### config.mk
export PLATFORM = sky130hd
export DESIGN_NAME = ranging_timing_budget_encoder
export DESIGN_NICKNAME = d
export VERILOG_FILES = /design/src/rtl/core/rtbe_pkg.sv /design/src/rtl/core/rtbe_serial_div.sv /design/src/rtl/core/rtbe_serial_mul.sv /design/src/rtl/core/rtbe_normalise.sv /design/src/rtl/core/ranging_timing_budget_encoder.sv
export SDC_FILE = /design/constraint.sdc
export NUM_CORES = 1
export LEC_CHECK = 0
export BUFFER_PORTS_ARGS = -buffer_cell sky130_fd_sc_hd__buf_2
export CAP_MARGIN = 0
export CELL_PAD_IN_SITES_DETAIL_PLACEMENT = 2
export CELL_PAD_IN_SITES_GLOBAL_PLACEMENT = 2
export CORE_ASPECT_RATIO = 1.5
export CORE_MARGIN = 4
export CORE_UTILIZATION = 40
export CTS_CLUSTER_SIZE = 25
export DETAILED_ROUTE_END_ITERATION = 7
export GPL_TIMING_DRIVEN = 0
export PLACE_DENSITY_LB_ADDON = 0.1
export REMOVE_ABC_BUFFERS = 1
export SETUP_SLACK_MARGIN = 0.02
export SLEW_MARGIN = 5
export SYNTH_ARGS = -nofsm -noshare
export SYNTH_HDL_FRONTEND = slang
export SYNTH_SLANG_ARGS = --single-unit
### constraint.sdc
create_clock -name clock -period 8.6 [get_ports clock]
set_input_delay 1.72 -clock clock [delete_from_list [all_inputs] [get_ports clock]]
set_output_delay 1.72 -clock clock [all_outputs]
set_load 0.1 [all_outputs]
### src/rtl/core/rtbe_pkg.sv
`timescale 1ns / 1ps
// ----------------------------------------------------------------------------
// rtbe_pkg - shared types and constants of the timing budget encoder
// Transfer structs, status codes and datapath widths used by the core.
// ----------------------------------------------------------------------------
package rtbe_pkg;

   // transfer payloads
   typedef struct packed {
      logic [7:0]  timing_budget_ms;
      logic [15:0] inter_measurement_ms;
      logic [15:0] osc_frequency;
      logic [9:0]  clock_pll;
   } req_type;

   typedef struct packed {
      logic [2:0]  status;
      logic [15:0] cfg_word_a;
      logic [15:0] cfg_word_b;
      logic [31:0] intermeasurement_value;
   } rsp_type;

   // status codes
   localparam logic [2:0] ST_OK      = 3'd0;
   localparam logic [2:0] ST_BUDGET  = 3'd1;
   localparam logic [2:0] ST_OSC     = 3'd2;
   localparam logic [2:0] ST_PERIOD  = 3'd3;
   localparam logic [2:0] ST_DIVZERO = 3'd4;

   // budget limits and mode offsets
   localparam int unsigned BUDGET_MIN_MS  = 10;
   localparam int unsigned BUDGET_MAX_MS  = 200;
   localparam int unsigned US_PER_MS      = 1000;
   localparam int unsigned CONT_OFFSET_US = 2500;
   localparam int unsigned AUTO_OFFSET_US = 4300;
   localparam int unsigned BUS_W          = 18;   // budget in us

   // 1.055 scaling as 211 / 200
   localparam int unsigned IMV_NUMER = 211;
   localparam int unsigned IMV_DENOM = 200;

   // shared divider
   localparam int unsigned DIVIDEND_W  = 34;
   localparam int unsigned DIVISOR_W   = 24;
   localparam int unsigned DIV_CNT_W   = 6;
   localparam int unsigned WORD_NUM_W  = 31;      // 2^30 and the scaled budgets
   localparam int unsigned WORD_ALIGN  = DIVIDEND_W - WORD_NUM_W;

   // serial multiplier: (period * 211) x pll
   localparam int unsigned MCAND_W  = 24;
   localparam int unsigned MPLIER_W = 10;

   // exponent:mantissa normaliser
   localparam int unsigned NORM_IN_W = 32;
   localparam int unsigned MANT_W    = 8;
   localparam int unsigned EXP_W     = 5;

endpackage

### src/rtl/core/rtbe_serial_div.sv
`timescale 1ns / 1ps
// ----------------------------------------------------------------------------
// rtbe_serial_div - restoring divider, one quotient bit per cycle
// Dividend is loaded left aligned; after the given number of steps the
// quotient sits in the low bits of the shift register.
// ----------------------------------------------------------------------------
module rtbe_serial_div #(
   parameter int unsigned DIVIDEND_W = rtbe_pkg::DIVIDEND_W,
   parameter int unsigned DIVISOR_W  = rtbe_pkg::DIVISOR_W,
   parameter int unsigned CNT_W      = rtbe_pkg::DIV_CNT_W
) (
   input  logic                  clock,
   input  logic                  reset,
   input  logic                  start,
   input  logic [DIVIDEND_W-1:0] dividend,
   input  logic [DIVISOR_W-1:0]  divisor,
   input  logic [CNT_W-1:0]      iterations,
   output logic                  busy,
   output logic [DIVIDEND_W-1:0] quotient
);

   logic [DIVISOR_W-1:0]  rem_ff, rem_in;
   logic [DIVIDEND_W-1:0] quo_ff, quo_in;
   logic [DIVISOR_W-1:0]  divisor_ff;
   logic [CNT_W-1:0]      count_ff, count_in;
   logic [DIVISOR_W:0]    shifted;
   logic [DIVISOR_W:0]    diff;

   assign busy     = (count_ff != '0);
   assign quotient = quo_ff;

   always_comb begin
      shifted  = {rem_ff, quo_ff[DIVIDEND_W-1]};
      diff     = shifted - {1'b0, divisor_ff};
      rem_in   = rem_ff;
      quo_in   = quo_ff;
      count_in = count_ff;
      if (start) begin
         rem_in   = '0;
         quo_in   = dividend;
         count_in = iterations;
      end else if (busy) begin
         // no borrow: the shifted remainder covers the divisor
         if (!diff[DIVISOR_W]) begin
            rem_in = diff[DIVISOR_W-1:0];
            quo_in = {quo_ff[DIVIDEND_W-2:0], 1'b1};
         end else begin
            rem_in = shifted[DIVISOR_W-1:0];
            quo_in = {quo_ff[DIVIDEND_W-2:0], 1'b0};
         end
         count_in = count_ff - 1'b1;
      end
   end

   always_ff @(posedge clock) begin
      if (reset) begin
         count_ff <= '0;
      end else begin
         count_ff <= count_in;
      end
   end

   always_ff @(posedge clock) begin
      rem_ff <= rem_in;
      quo_ff <= quo_in;
      if (start) begin
         divisor_ff <= divisor;
      end
   end

endmodule

### src/rtl/core/rtbe_serial_mul.sv
`timescale 1ns / 1ps
// ----------------------------------------------------------------------------
// rtbe_serial_mul - shift-and-add multiplier, one multiplier bit per cycle
// Produces the full-width unsigned product.
// ----------------------------------------------------------------------------
module rtbe_serial_mul #(
   parameter int unsigned MCAND_W  = rtbe_pkg::MCAND_W,
   parameter int unsigned MPLIER_W = rtbe_pkg::MPLIER_W
) (
   input  logic                          clock,
   input  logic                          reset,
   input  logic                          start,
   input  logic [MCAND_W-1:0]            multiplicand,
   input  logic [MPLIER_W-1:0]           multiplier,
   output logic                          busy,
   output logic [MCAND_W+MPLIER_W-1:0]   product
);

   localparam int unsigned PROD_W = MCAND_W + MPLIER_W;
   localparam int unsigned CNT_W  = $clog2(MPLIER_W + 1);

   logic [PROD_W-1:0]   acc_ff, acc_in;
   logic [PROD_W-1:0]   mcand_ff, mcand_in;
   logic [MPLIER_W-1:0] mplier_ff, mplier_in;
   logic [CNT_W-1:0]    count_ff, count_in;

   assign busy    = (count_ff != '0);
   assign product = acc_ff;

   always_comb begin
      acc_in    = acc_ff;
      mcand_in  = mcand_ff;
      mplier_in = mplier_ff;
      count_in  = count_ff;
      if (start) begin
         acc_in    = '0;
         mcand_in  = PROD_W'(multiplicand);
         mplier_in = multiplier;
         count_in  = CNT_W'(MPLIER_W);
      end else if (busy) begin
         if (mplier_ff[0]) begin
            acc_in = acc_ff + mcand_ff;
         end
         mcand_in  = {mcand_ff[PROD_W-2:0], 1'b0};
         mplier_in = {1'b0, mplier_ff[MPLIER_W-1:1]};
         count_in  = count_ff - 1'b1;
      end
   end

   always_ff @(posedge clock) begin
      if (reset) begin
         count_ff <= '0;
      end else begin
         count_ff <= count_in;
      end
   end

   always_ff @(posedge clock) begin
      acc_ff    <= acc_in;
      mcand_ff  <= mcand_in;
      mplier_ff <= mplier_in;
   end

endmodule

### src/rtl/core/rtbe_normalise.sv
`timescale 1ns / 1ps
// ----------------------------------------------------------------------------
// rtbe_normalise - exponent:mantissa normaliser
// Shifts the value right one bit per cycle until it fits the mantissa,
// counting the shifts as the exponent.
// ----------------------------------------------------------------------------
module rtbe_normalise #(
   parameter int unsigned IN_W   = rtbe_pkg::NORM_IN_W,
   parameter int unsigned MANT_W = rtbe_pkg::MANT_W,
   parameter int unsigned EXP_W  = rtbe_pkg::EXP_W
) (
   input  logic              clock,
   input  logic              reset,
   input  logic              start,
   input  logic [IN_W-1:0]   value,
   output logic              busy,
   output logic [EXP_W-1:0]  exponent,
   output logic [MANT_W-1:0] mantissa
);

   logic [IN_W-1:0]  value_ff, value_in;
   logic [EXP_W-1:0] exp_ff, exp_in;
   logic             busy_ff, busy_in;
   logic             too_wide;

   assign too_wide = (value_ff[IN_W-1:MANT_W] != '0);
   assign busy     = busy_ff;
   assign exponent = exp_ff;
   assign mantissa = value_ff[MANT_W-1:0];

   always_comb begin
      value_in = value_ff;
      exp_in   = exp_ff;
      busy_in  = busy_ff;
      if (start) begin
         value_in = value;
         exp_in   = '0;
         busy_in  = 1'b1;
      end else if (busy_ff) begin
         if (too_wide) begin
            value_in = {1'b0, value_ff[IN_W-1:1]};
            exp_in   = exp_ff + 1'b1;
         end else begin
            busy_in = 1'b0;
         end
      end
   end

   always_ff @(posedge clock) begin
      if (reset) begin
         busy_ff <= 1'b0;
      end else begin
         busy_ff <= busy_in;
      end
   end

   always_ff @(posedge clock) begin
      value_ff <= value_in;
      exp_ff   <= exp_in;
   end

endmodule

### src/rtl/core/ranging_timing_budget_encoder.sv
`timescale 1ns / 1ps
// ----------------------------------------------------------------------------
// ranging_timing_budget_encoder - ToF ranging timing budget encoder
// Turns a timing budget and inter-measurement period into the range-config
// A/B exponent:mantissa words and the inter-measurement register value.
// ----------------------------------------------------------------------------
//
//  channel   ports                          transfer when
//  -------   -----------------------------  ----------------------------
//  request   start, busy, req_data          start high, busy low
//  response  rsp_strobe, rsp_data           rsp_strobe high (one cycle)
//
// A bad budget, zero oscillator word or too short period is flagged in
// CHECK, a zero divisor in PREP; either goes straight to DONE. Otherwise the
// bit-serial divider sets the pace: macro period, word A and word B, then
// the inter-measurement value in autonomous mode only. Busy stays high
// until the strobe. Reset clears the sequencer, the strobe and the busy
// state of divider, multiplier and normalisers; the receiver cannot stall.
// ----------------------------------------------------------------------------
module ranging_timing_budget_encoder (
   input  logic              clock,
   input  logic              reset,
   input  logic              start,
   output logic              busy,
   input  rtbe_pkg::req_type req_data,
   output logic              rsp_strobe,
   output rtbe_pkg::rsp_type rsp_data
);

   localparam int unsigned BUS_W      = rtbe_pkg::BUS_W;
   localparam int unsigned DIVIDEND_W = rtbe_pkg::DIVIDEND_W;
   localparam int unsigned DIVISOR_W  = rtbe_pkg::DIVISOR_W;
   localparam int unsigned CNT_W      = rtbe_pkg::DIV_CNT_W;
   localparam int unsigned NUM_W      = rtbe_pkg::WORD_NUM_W;
   localparam int unsigned ALIGN      = rtbe_pkg::WORD_ALIGN;
   localparam int unsigned MCAND_W    = rtbe_pkg::MCAND_W;
   localparam int unsigned MPLIER_W   = rtbe_pkg::MPLIER_W;
   localparam int unsigned NORM_W     = rtbe_pkg::NORM_IN_W;
   localparam int unsigned MANT_W     = rtbe_pkg::MANT_W;
   localparam int unsigned EXP_W      = rtbe_pkg::EXP_W;

   typedef enum logic [8:0] {
      S_IDLE      = 9'b000000001,
      S_CHECK     = 9'b000000010,
      S_DIV_MACRO = 9'b000000100,
      S_PREP      = 9'b000001000,
      S_DIV_A     = 9'b000010000,
      S_DIV_B     = 9'b000100000,
      S_DIV_IMV   = 9'b001000000,
      S_WAIT_NORM = 9'b010000000,
      S_DONE      = 9'b100000000
   } state_type;

   state_type state_ff, state_in;

   rtbe_pkg::req_type   req_ff;
   rtbe_pkg::rsp_type   rsp_ff, rsp_in;
   logic                rsp_strobe_ff, rsp_strobe_in;
   logic [2:0]          status_ff, status_in;
   logic                auto_ff, auto_in;
   logic [BUS_W-1:0]    bus_ff, bus_in;
   logic [DIVISOR_W-1:0] macro_ff, macro_in;   // divisor for word A
   logic [DIVISOR_W-1:0] div_b_ff, div_b_in;
   logic [31:0]         imv_ff, imv_in;

   // combinational helpers
   logic                accept;
   logic [BUS_W-1:0]    bus_raw;
   logic                budget_bad;
   logic                period_bad;
   logic [DIVISOR_W-1:0] m_nine;
   logic [DIVISOR_W+1:0] m_three;
   logic [DIVISOR_W-1:0] div_b_calc;
   logic [NUM_W-1:0]    scaled;
   logic [NUM_W-1:0]    num_a;
   logic [NUM_W-1:0]    num_b;

   // divider hookup
   logic                  div_start;
   logic [DIVIDEND_W-1:0] div_dividend;
   logic [DIVISOR_W-1:0]  div_divisor;
   logic [CNT_W-1:0]      div_iters;
   logic                  div_busy;
   logic [DIVIDEND_W-1:0] div_quotient;

   // multiplier hookup
   logic                        mul_start;
   logic [MCAND_W-1:0]          mul_mcand;
   logic                        mul_busy;
   logic [MCAND_W+MPLIER_W-1:0] mul_product;

   // normalisers
   logic              norm_a_start, norm_b_start;
   logic [NORM_W-1:0] norm_a_value, norm_b_value;
   logic              norm_a_busy, norm_b_busy;
   logic [EXP_W-1:0]  exp_a, exp_b;
   logic [MANT_W-1:0] mant_a, mant_b;

   assign accept     = start && (state_ff == S_IDLE);
   assign busy       = (state_ff != S_IDLE);
   assign rsp_strobe = rsp_strobe_ff;
   assign rsp_data   = rsp_ff;

   // budget in us; continuous and autonomous offsets applied in CHECK
   assign bus_raw    = BUS_W'(req_ff.timing_budget_ms) * BUS_W'(rtbe_pkg::US_PER_MS);
   assign budget_bad = (req_ff.timing_budget_ms < 8'(rtbe_pkg::BUDGET_MIN_MS)) ||
                       (req_ff.timing_budget_ms > 8'(rtbe_pkg::BUDGET_MAX_MS));
   assign period_bad = (req_ff.inter_measurement_ms != '0) &&
                       (req_ff.inter_measurement_ms <= {8'd0, req_ff.timing_budget_ms});

   // macro period: 2304 * q wraps at 32 bits and >> 6, then x16 >> 6 leaves
   // the divisor for word A as (9 * q) mod 2^24; word B's is 3/4 of that
   assign m_nine     = div_quotient[DIVISOR_W-1:0] + {div_quotient[DIVISOR_W-4:0], 3'b000};
   assign m_three    = {2'b00, macro_ff} + {1'b0, macro_ff, 1'b0};
   assign div_b_calc = m_three[DIVISOR_W+1:2];

   // budget << 12 plus half the divisor for rounding
   assign scaled = NUM_W'({bus_ff, 12'd0});
   assign num_a  = scaled + NUM_W'(macro_ff >> 1);
   assign num_b  = scaled + NUM_W'(div_b_ff >> 1);

   assign mul_mcand = MCAND_W'(req_ff.inter_measurement_ms) * MCAND_W'(rtbe_pkg::IMV_NUMER);

   always_comb begin
      state_in      = state_ff;
      status_in     = status_ff;
      auto_in       = auto_ff;
      bus_in        = bus_ff;
      macro_in      = macro_ff;
      div_b_in      = div_b_ff;
      imv_in        = imv_ff;
      rsp_in        = rsp_ff;
      rsp_strobe_in = 1'b0;

      div_start     = 1'b0;
      div_dividend  = '0;
      div_divisor   = '0;
      div_iters     = '0;
      mul_start     = 1'b0;
      norm_a_start  = 1'b0;
      norm_b_start  = 1'b0;
      norm_a_value  = div_quotient[NORM_W-1:0] - 1'b1;
      norm_b_value  = div_quotient[NORM_W-1:0] - 1'b1;

      case (state_ff)
         S_IDLE: begin
            if (accept) begin
               state_in = S_CHECK;
            end
         end

         S_CHECK: begin
            imv_in  = '0;
            auto_in = (req_ff.inter_measurement_ms != '0);
            if (budget_bad) begin
               status_in = rtbe_pkg::ST_BUDGET;
               state_in  = S_DONE;
            end else if (req_ff.osc_frequency == '0) begin
               status_in = rtbe_pkg::ST_OSC;
               state_in  = S_DONE;
            end else if (period_bad) begin
               status_in = rtbe_pkg::ST_PERIOD;
               state_in  = S_DONE;
            end else begin
               status_in = rtbe_pkg::ST_OK;
               if (req_ff.inter_measurement_ms == '0) begin
                  bus_in = bus_raw - BUS_W'(rtbe_pkg::CONT_OFFSET_US);
               end else begin
                  bus_in = (bus_raw - BUS_W'(rtbe_pkg::AUTO_OFFSET_US)) >> 1;
               end
               // 2^30 / osc
               div_start    = 1'b1;
               div_dividend = {1'b1, {(DIVIDEND_W-1){1'b0}}};
               div_divisor  = DIVISOR_W'(req_ff.osc_frequency);
               div_iters    = CNT_W'(NUM_W);
               // period * 211 * pll runs alongside
               mul_start    = 1'b1;
               state_in     = S_DIV_MACRO;
            end
         end

         S_DIV_MACRO: begin
            if (!div_busy) begin
               macro_in = m_nine;
               state_in = S_PREP;
            end
         end

         S_PREP: begin
            div_b_in = div_b_calc;
            if ((macro_ff == '0) || (div_b_calc == '0)) begin
               status_in = rtbe_pkg::ST_DIVZERO;
               state_in  = S_DONE;
            end else begin
               div_start    = 1'b1;
               div_dividend = {num_a, {ALIGN{1'b0}}};
               div_divisor  = macro_ff;
               div_iters    = CNT_W'(NUM_W);
               state_in     = S_DIV_A;
            end
         end

         S_DIV_A: begin
            if (!div_busy) begin
               norm_a_start = 1'b1;
               div_start    = 1'b1;
               div_dividend = {num_b, {ALIGN{1'b0}}};
               div_divisor  = div_b_ff;
               div_iters    = CNT_W'(NUM_W);
               state_in     = S_DIV_B;
            end
         end

         S_DIV_B: begin
            if (!div_busy && !(auto_ff && mul_busy)) begin
               norm_b_start = 1'b1;
               if (auto_ff) begin
                  div_start    = 1'b1;
                  div_dividend = mul_product;
                  div_divisor  = DIVISOR_W'(rtbe_pkg::IMV_DENOM);
                  div_iters    = CNT_W'(DIVIDEND_W);
                  state_in     = S_DIV_IMV;
               end else begin
                  state_in = S_WAIT_NORM;
               end
            end
         end

         S_DIV_IMV: begin
            if (!div_busy) begin
               imv_in   = div_quotient[31:0];
               state_in = S_WAIT_NORM;
            end
         end

         S_WAIT_NORM: begin
            if (!norm_a_busy && !norm_b_busy) begin
               state_in = S_DONE;
            end
         end

         S_DONE: begin
            rsp_strobe_in = 1'b1;
            rsp_in.status = status_ff;
            if (status_ff == rtbe_pkg::ST_OK) begin
               rsp_in.cfg_word_a             = {3'b000, exp_a, mant_a};
               rsp_in.cfg_word_b             = {3'b000, exp_b, mant_b};
               rsp_in.intermeasurement_value = imv_ff;
            end else begin
               rsp_in.cfg_word_a             = '0;
               rsp_in.cfg_word_b             = '0;
               rsp_in.intermeasurement_value = '0;
            end
            state_in = S_IDLE;
         end

         default: begin
            state_in = S_IDLE;
         end
      endcase
   end

   // control state
   always_ff @(posedge clock) begin
      if (reset) begin
         state_ff      <= S_IDLE;
         rsp_strobe_ff <= 1'b0;
      end else begin
         state_ff      <= state_in;
         rsp_strobe_ff <= rsp_strobe_in;
      end
   end

   // payload
   always_ff @(posedge clock) begin
      if (accept) begin
         req_ff <= req_data;
      end
      rsp_ff    <= rsp_in;
      status_ff <= status_in;
      auto_ff   <= auto_in;
      bus_ff    <= bus_in;
      macro_ff  <= macro_in;
      div_b_ff  <= div_b_in;
      imv_ff    <= imv_in;
   end

   rtbe_serial_div #(
      .DIVIDEND_W (DIVIDEND_W),
      .DIVISOR_W  (DIVISOR_W),
      .CNT_W      (CNT_W)
   ) u_div (
      .clock      (clock),
      .reset      (reset),
      .start      (div_start),
      .dividend   (div_dividend),
      .divisor    (div_divisor),
      .iterations (div_iters),
      .busy       (div_busy),
      .quotient   (div_quotient)
   );

   rtbe_serial_mul #(
      .MCAND_W      (MCAND_W),
      .MPLIER_W     (MPLIER_W)
   ) u_mul (
      .clock        (clock),
      .reset        (reset),
      .start        (mul_start),
      .multiplicand (mul_mcand),
      .multiplier   (req_ff.clock_pll),
      .busy         (mul_busy),
      .product      (mul_product)
   );

   rtbe_normalise #(
      .IN_W     (NORM_W),
      .MANT_W   (MANT_W),
      .EXP_W    (EXP_W)
   ) u_norm_a (
      .clock    (clock),
      .reset    (reset),
      .start    (norm_a_start),
      .value    (norm_a_value),
      .busy     (norm_a_busy),
      .exponent (exp_a),
      .mantissa (mant_a)
   );

   rtbe_normalise #(
      .IN_W     (NORM_W),
      .MANT_W   (MANT_W),
      .EXP_W    (EXP_W)
   ) u_norm_b (
      .clock    (clock),
      .reset    (reset),
      .start    (norm_b_start),
      .value    (norm_b_value),
      .busy     (norm_b_busy),
      .exponent (exp_b),
      .mantissa (mant_b)
   );

endmodule
==> run metrics, run 1 <==
run status finished, final reports clean; port bufs between 100 and 150; Yosys cell types 80; # rows 121; CTS tree yes; CP Class register to register; Final Hold Viols 0; vias in the first global route ~25000; Post-CTS Resized 0; Synth Instances between 2000 and 3000; CP Data Arrival Time slightly above 7 ns; Die Y ~340 um; power per cell area 412 nW/um2; Initial DRC Count around 1200; GRT overflow 0; crit end category register; Design Power ~14 mW; top cells by count, synth edfxtp_1 (368), nand2_1 (303), ha_1 (260); Clock Skew 0.0198 ns; Worst path depth 15; worst slew pin tran 1.27 ns; post-route insts no fill a little under 4000; hpwl dp approximately 77000 um; WHS around 0.48 ns; core area a little over 70000 um2; CTS root buf clkbuf_16; fin crit period 6.88 ns; top_reg_cell synth edfxtp_1; Final setup violation count 0; post-synthesis sequential element count about 470; total wire length a little under 100000 um; die area a little under 80000 um2; Vias between 20000 and 25000; Startpoint Class register; RSZ-0062 raised after global routing no; ANT nets after route 0; number of flops mapped to enable cells by yosys roughly 370; Post-CTS Hold Buffers 0; # Max-Cap Violations 0; Vias/cell 5.66; share of cells above drive strength 1 under 10%; crit-path most repeated cell or4_1; post-synthesis sequential area ratio ~44%; hold path depth 0; Synth area leader edfxtp_1; number of top-level pins roughly 120; clk_lat worst skew around 0.62 ns; Final Cell Area 33100 um2; syn_area_per_cell approximately 10 um2; top-count cell post-synth edfxtp_1; crit-path cells and2_1, fa_1, a211oi_2, nor2_1, xor2_1, or4_1, or4_1, nor4b_1, and4_1, nand3_1, and2_4, nor4_4, inv_4, buf_16, mux2_1; Die W roughly 230 um; fin util between 40% and 50%; largest net degree at the start of global routing 73; clk sink count between 400 and 500; Max transition margin between 10% and 20%; Max VDD drop around 310 uV; H-tree depth 2; Critical Path RT about 9 ns; GP Congestion 0.906; Setup Buffers After CTS 0; Synth area leaders edfxtp_1 (38%), ha_1 (11%), dfxtp_1 (6.8%); Avg WL per Cell 24.5 um; Critical Path Fanout Max between 40 and 50; drt first pass iters 5; fillers 7594; area of the mapped netlist a little under 30000 um2; drt drc 0; global-route wire length before repair 149000 um; top cell family by delay on the critical path simple AND/OR/NAND/NOR gates; placed insts roughly 3900; Initial Util roughly two fifths; initial antenna violation count 1; Fmax around 150 MHz; leak pwr 13.8 nW; CP Buf/Inv Count 2; CTS buffer count 51; R2R depth 15; clock buffer depth 3; HP Class register to register; Area Growth Syn to Fin 12.6%; post-synth top area share 37.6%; period utilization 80.0%; # nets final around 3400; Post-synth ARST share 0%; largest stage delay on the critical path 1.07 ns; Syn. warnings 0; dpl cell area ~31000 um2; clk slew on worst S/H paths 0.06 ns; CP max stage cell nor4_4; Max Transition Viols Final 0; Tot GR Track Use approximately a quarter
## layout make-up
| type | count | area (um2) | area share [%] |
|---|---|---|---|
| clock inverters | 29 | 363 | 1.10 |
| flip-flops and latches | 468 | 13100 | 39.5 |
| repair buffers | 149 | 1100 | 3.33 |
| multi-input cells | 2086 | 15100 | 45.6 |
| inverters | 252 | 948 | 2.87 |
| diodes | 1 | 2.50 | 0.00757 |
| well taps | 922 | 1150 | 3.49 |
| clock buffers | 62 | 1360 | 4.11 |
## kinds of logic after synthesis
family	after synthesis	synth area share [%]
and+or+nand+nor	873	14.3
AOI/OAI and AO/OA	665	14.6
DFF	468	44.4
buffers and inverters	349	4.60
adders and majority gates	322	15.3
xor gates and xnor gates	182	5.43
muxes	38	1.32
other	1	0.0128
## power by group
group / switching, mW / internal, mW
Clock: 0.975 / 1.34
Sequential: 0.608 / 3.17
Combinational: 4.43 / 3.12
## placed cells by master, fill, tap and decap left out, types with 27 or more instances in the layout
cell,netlist,final
nand2_1,303,298
buf_2,2,115
xnor2_1,126,125
edfxtp_1,368,368
nand3_1,33,33
a211oi_1,29,28
clkbuf_16,0,51
nor2_1,192,188
and2_1,103,101
a21oi_1,211,211
inv_1,250,250
nand4_1,27,27
nor3_1,54,52
fa_1,62,62
mux2i_1,31,31
a21o_1,67,67
dfxtp_1,100,100
o21ai_0,151,151
ha_1,260,260
xor2_1,56,56
## routing by layer
| metal | vias up | global-route usage, % | wire (um) |
|---|---|---|---|
| met5 | - | 0 | 16 |
| met4 | 2 | 12.4 | 5890 |
| li1 | 10500 | - | - |
| met3 | 172 | 2.90 | 2860 |
| met1 | 11400 | 25.1 | 35300 |
| met2 | 385 | 48.7 | 53300 |
## registers in the layout, indices dropped and copies added (netlist names), 32 cells and up
signal / count
u_mul.mcand_ff: 34
u_norm_b.value_ff: 32
imv_ff: 32
u_mul.product: 34
u_norm_a.value_ff: 32
req_ff: 50
u_div.quotient: 34
rsp_data: 61
## worst paths after layout
path         slack [ns]          from                  to
max                1.72   macro_ff[1]  u_div.quotient[33]
min                0.48  status_ff[2]        rsp_data[66]
max reg2reg        1.72   macro_ff[1]  u_div.quotient[33]
min reg2reg        0.48  status_ff[2]        rsp_data[66]
## per-stage QoR
| stage | setup WS, ns | setup TNS, ns |
|---|---|---|
| after floorplan | 0.357 | 0 |
| after global placement | -4.14 | -493.84 |
| after detailed placement | 1.75 | 0 |
| after CTS | 1.73 | 0 |
| after global routing | 1.61 | 0 |
| final | 1.72 | 0 |
Note: power is estimated with default switching activity, not from simulation.
==> run 2, diff against run 1 <==
- CORE_UTILIZATION: 40 -> 37
- clock period: 8.6 -> 5.84 ns (I/O delays scaled with it)
==> run 2 against run 1 <==
Effect of this change: routed wire length rose by 1.8%; clock-buffer cell count rose by 8; maximum frequency rose by 23%; critical endpoint unchanged.
==> run metrics, run 2 (synthesis gave the netlist of run 1 again) <==
# nets final 3393 (+0.30%); vias in the first global route 25400 (-0.39%); WHS 0.476 ns (+0.000171 ns); Clock Skew 0.0303 ns (+0.0105 ns); Final Hold Viols 0 (unchanged); GP Congestion 0.879 (-3.0%); largest net degree at the start of global routing 73 (unchanged); fin crit period 5.58 ns (-1.30 ns); crit end category register; Post-CTS Hold Buffers 0 (unchanged); worst slew pin tran 1.20 ns (-0.0695 ns); RSZ-0062 raised after global routing no; Initial Util 37.3% (-3.1 points); CP Data Arrival Time 5.93 ns (-1.29 ns); core area 78700 um2 (+8.3%); drt drc 0 (unchanged); period utilization 95.5% (+16 points); global-route wire length before repair 152000 um (+1.6%); CTS tree yes; most common cell after layout, fill and taps aside edfxtp_1; Max VDD drop 368 uV (+20%); GRT overflow 0 (unchanged); CP Class register to register; Vias 22600 (+0.37%); Final Cell Area 33300 um2 (+0.59%); share of cells above drive strength 1 10.2% (+0.55 points); clk slew on worst S/H paths 0.06 ns (about the same); CTS root buf clkbuf_16; clk_lat worst skew 0.64 ns (+0.02 ns); HP Class register to register; drt first pass iters 5 (unchanged); Vias/cell 5.52 (-2.5%); Die W 238 um (+3.8%); die area 84000 um2 (+7.9%); Critical Path RT 6.19 ns (-2.75 ns); Avg WL per Cell 24.3 um (-1.1%); most frequent cells in the layout edfxtp_1 (368), nand2_1 (297), ha_1 (260); Area Growth Syn to Fin 13.3%; initial antenna violation count 1 (unchanged); Setup WS pre-CTS -1.25 ns (-3.00 ns); Startpoint Class register; Max transition margin 19.4% (+4.4 points); Critical Path Fanout Max 46 (+2.2%); flip-flop count of the largest register after layout 61 (unchanged); clk sink count 468 (unchanged); Tot GR Track Use 23.2% (-1.5 points); fin util 42.3% (-3.2 points); clock buffer depth 3 (unchanged); # Max-Cap Violations 0 (unchanged); hpwl dp 77700 um (+1.4%); Fmax 179 MHz (+23%); Design Power 20.4 mW (+50%); port bufs 115 (unchanged); # rows 126 (+4.1%); CTS buffer count 51 (unchanged); number of top-level pins 122 (unchanged); leak pwr 13.9 nW (+0.37%); H-tree depth 2 (unchanged); Final setup violation count 0 (unchanged); Max Transition Viols Final 0 (unchanged); total wire length 99100 um (+1.8%); run status finished, final reports clean; power per cell area 613 nW/um2 (+49%); Initial DRC Count 939 (-22%); ANT nets after route 0 (unchanged); dpl cell area 31400 um2 (+0.24%); Reg2Reg Setup Slack 0.26 ns (-1.46 ns); fin worst setup slack 0.262 ns (-1.46 ns); Die Y 353 um (+3.9%)
-- run 2: power breakdown --
group,switching (mW),internal [mW]
Clock,1.47,1.96
Sequential,0.814,4.66
Combinational,6.86,4.64
Total,9.14,11.3
-- run 2: path summary, 6_finish.rpt --
| kind | cells after the start | endpoint | from |
|---|---|---|---|
| worst max-delay path | 16 | u_div.quotient[33] | macro_ff[15] |
| worst max register to register | 16 | u_div.quotient[33] | macro_ff[15] |
| worst min register to register | 2 | u_mul.mcand_ff[33] | u_mul.mcand_ff[33] |
| worst min-delay path | 2 | u_mul.mcand_ff[33] | u_mul.mcand_ff[33] |
-- run 2: final cells by class --
type | instances | area [um2]
clock buffer | 70 | 1450
fill | 8268 | 45400
tap | 1024 | 1280
multi-input combinational | 2087 | 15100
sequential | 468 | 13100
timing repair buffer | 158 | 1110
inverter | 252 | 951
clock inverter | 24 | 270
antenna | 2 | 5.00
-- run 2: timing repair --
item	CTS	global route
cloned	1	0
gates resized for setup	7	5
pin swaps	2	1
endpoints found under the setup margin	127	9
setup buffers	1	9
-- run 2: routing by layer --
metal / global-route usage, % / share of wire (%) / wire length, um / vias up
li1: - / - / - / 10600
met1: 24.8 / 38 / 37400 / 11500
met2: 46.7 / 56 / 55800 / 327
met3: 2.30 / 2.6 / 2560 / 125
met4: 7.17 / 3.3 / 3280 / 0
met5: 0 / 0 / 0 / -
-- run 2: worst max-delay path: stages, from the launching register on --
cell and delay (ns):
edfxtp_1 0.54, inv_1 0.08, ha_1 0.40, a2111oi_0 0.58, o21ai_0 0.28, a21oi_1 0.39
a21oi_1 0.17, o21ai_0 0.33, a2bb2oi_1 0.13, a211oi_1 0.41, nand3_1 0.37, and2_4 0.39
nor4_4 0.23, buf_4 0.19, inv_6 0.12, buf_16 0.22, mux2_2 0.41
-- run 2: through the flow --
step | setup TNS [ns] | cells
after floorplan | -292.38 | 2806
after global placement | -1318.95 | 3945
after detailed placement | -66.32 | 3978
after CTS | 0 | 4074
after global routing | 0 | 4083
final | 0 | 4085
==> run 3, diff against run 2 <==
- CORE_UTILIZATION: 37 -> 40
- clock period: 5.84 -> 6.6 ns (I/O delays scaled with it)
==> run 3 against run 2 <==
Effect of this change: worst setup slack gained 0.43 ns; die area is 7.3% lower; core utilization is 3.2 points higher; first-iteration DRC count rose by 17%; final cell count shrank 2.8%; clock power fell by 12%; non-clock buffer count down 7; combinational power fell by 14%; maximum frequency decreased by 5.5%; cell area decreased by 0.54%; clock-buffer cell count shrank 8; hold slack about the same.
==> run metrics, run 3 (synthesis gave the netlist of run 1 again) <==
run status finished, final reports clean; Avg WL per Cell 24.5 um (+1.1%); CP Class register to register; HP Class register to register; Final setup violation count 0 (unchanged); # rows 121 (-4.0%); Post-CTS Hold Buffers 0 (unchanged); GP Congestion 0.906 (+3.1%); Sequential Power Share 27.7% (+0.9 points); clock buffer depth 3 (unchanged); leak pwr 13.8 nW (-0.31%); drt first pass iters 5 (unchanged); Fmax 169 MHz (-5.5%); Vias 22500 (-0.15%); GRT overflow 0 (unchanged); Max Transition Viols Final 0 (unchanged); CTS buffer count 51 (unchanged); fin util 45.5% (+3.2 points); hold path depth 0 (-2); combinational share of power 55.3% (-1.1 points); r2r startpoint macro_ff[1]; Clk pwr share 17.0% (+0.2 points); worst slew pin tran 1.17 ns (-0.0266 ns); Critical Path RT 6.94 ns (+0.75 ns); RSZ-0062 raised after global routing no; Initial Util 40.4% (+3.1 points); H-tree depth 2 (unchanged); Area Growth Syn to Fin 12.6%; Clock Skew 0.0183 ns (-0.0119 ns); clk slew on worst S/H paths 0.06 ns (about the same); Reg2Reg Setup Slack 0.69 ns (+0.43 ns); fillers 7590 (-8.2%); Setup WS pre-CTS -0.246 ns (+1.00 ns); # nets final 3385 (-0.24%); r2r endpoint u_div.quotient[33]; Setup Buffers After CTS 2 (+1); min-delay src status_ff[2]; CTS root buf clkbuf_16; Initial DRC Count 1102 (+17%); share of cells above drive strength 1 9.68% (-0.49 points); total wire length 97400 um (-1.7%); Max transition margin 20.9% (+1.5 points); Max VDD drop 399 uV (+8.5%); port bufs 115 (unchanged); CTS tree yes; crit end category register; power per cell area 537 nW/um2 (-12%); Startpoint Class register; R2R depth 16 (unchanged); Tot GR Track Use 24.7% (+1.5 points); Design Power 17.8 mW (-13%); Critical Path Fanout Max 45 (-2.2%); Post-CTS Resized 0 (-7); flip-flop count of the largest register after layout 61 (unchanged); die area 77900 um2 (-7.3%); clk_lat worst skew 0.62 ns (-0.02 ns); vias in the first global route 25500 (+0.50%); WHS 0.476 ns (-0.0000710 ns); core area 72700 um2 (-7.6%); most common cell after layout, fill and taps aside edfxtp_1; Vias/cell 5.67 (+2.7%); number of top-level pins 122 (unchanged); largest net degree at the start of global routing 73 (unchanged); most frequent cells in the layout edfxtp_1 (368), nand2_1 (298), ha_1 (260); initial antenna violation count 1 (unchanged); period utilization 89.5% (-6.0 points); post-route insts no fill 3971 (-2.8%); ANT nets after route 0 (unchanged); CP Data Arrival Time 6.25 ns (+0.32 ns); hpwl dp 76600 um (-1.4%); fin crit period 5.91 ns (+0.328 ns); # Max-Cap Violations 0 (unchanged); Die W 229 um (-3.7%); Final Hold Viols 0 (unchanged); Hold Path End rsp_data[66]; sw power 7.84 mW (-14%); switching part of the total 44.1% (-0.71 points); drt drc 0 (unchanged); Die Y 340 um (-3.7%); Internal 9.94 mW (-12%); placed insts 3876 (-2.6%); fin worst setup slack 0.694 ns (+0.432 ns); clk sink count 468 (unchanged); global-route wire length before repair 149000 um (-1.5%)
==> run 3: changes by cell type in the layout (fill, tap and decap cells not counted), moves of 3 or more <==
cell	change
buf_16	+4
buf_4	-10
clkbuf_8	-6
clkinv_2	-3
clkinv_4	+4
==> run 3: how the worst max path moves through the flow <==
stage / slack (ns) / start / endpoint / cells past startpoint
finish: 0.69 / macro_ff[1] / u_div.quotient[33] / 16
global route: 0.32 / req_ff[43] / bus_ff[16] / 19
CTS: 0.16 / req_ff[43] / bus_ff[17] / 19
detailed placement: -0.25 / macro_ff[1] / u_div.quotient[33] / 15
global placement: -6.14 / u_div.count_ff[0] / u_div.quotient[33] / 9
floorplan: -1.64 / u_div.count_ff[0] / u_div.quotient[26] / 9
==> run 3: layout make-up <==
cell class / instances / area (um2) / area share (%)
sequential: 468 / 13100 / 39.5
clock buffer: 62 / 1360 / 4.10
tap: 922 / 1150 / 3.49
clock inverter: 29 / 363 / 1.10
inverter: 252 / 948 / 2.87
multi-input combinational: 2086 / 15100 / 45.6
antenna: 1 / 2.50 / 0.00756
timing repair buffer: 151 / 1110 / 3.37
==> run 3: metrics by stage <==
step / setup TNS, ns / instance area (um2)
after floorplan: -156.53 / 29000
after global placement: -1022.90 / 30700
after detailed placement: -1.10 / 31300
after CTS: 0 / 33100
after global routing: 0 / 33100
final: 0 / 33100
==> run 3: routing by layer <==
metal	up-vias	GRT usage (%)	routed length, um
met5	-	0	16
met4	2	12.2	5690
met3	177	2.91	2980
met2	402	48.9	53600
met1	11400	25.1	35100
li1	10600	-	-
==> run 3: power groups by stage <==
stage          Clock (mW)  Combinational [mW]  Sequential (mW)
6_report             3.02                9.84             4.92
5_1_grt              3.21                11.1             4.97
4_1_cts              3.09                9.95             4.92
3_5_place_dp            0                9.80             4.98
3_3_place_gp            0                9.16             4.97
2_1_floorplan           0                7.38             4.54
==> run 3: critical path, stage by stage, from the launching register on <==
cell      delay (ns)
edfxtp_1        0.51
and2_1          0.22
fa_1            0.42
a211oi_2        0.31
nor2_1          0.10
xor2_1          0.16
or4_1           0.42
or4_1           0.54
nor4b_1         0.69
and4_1          0.31
nand3_1         0.23
and2_4          0.36
nor4_4          0.28
buf_4           0.18
inv_4           0.15
buf_16          0.24
mux2_1          0.42
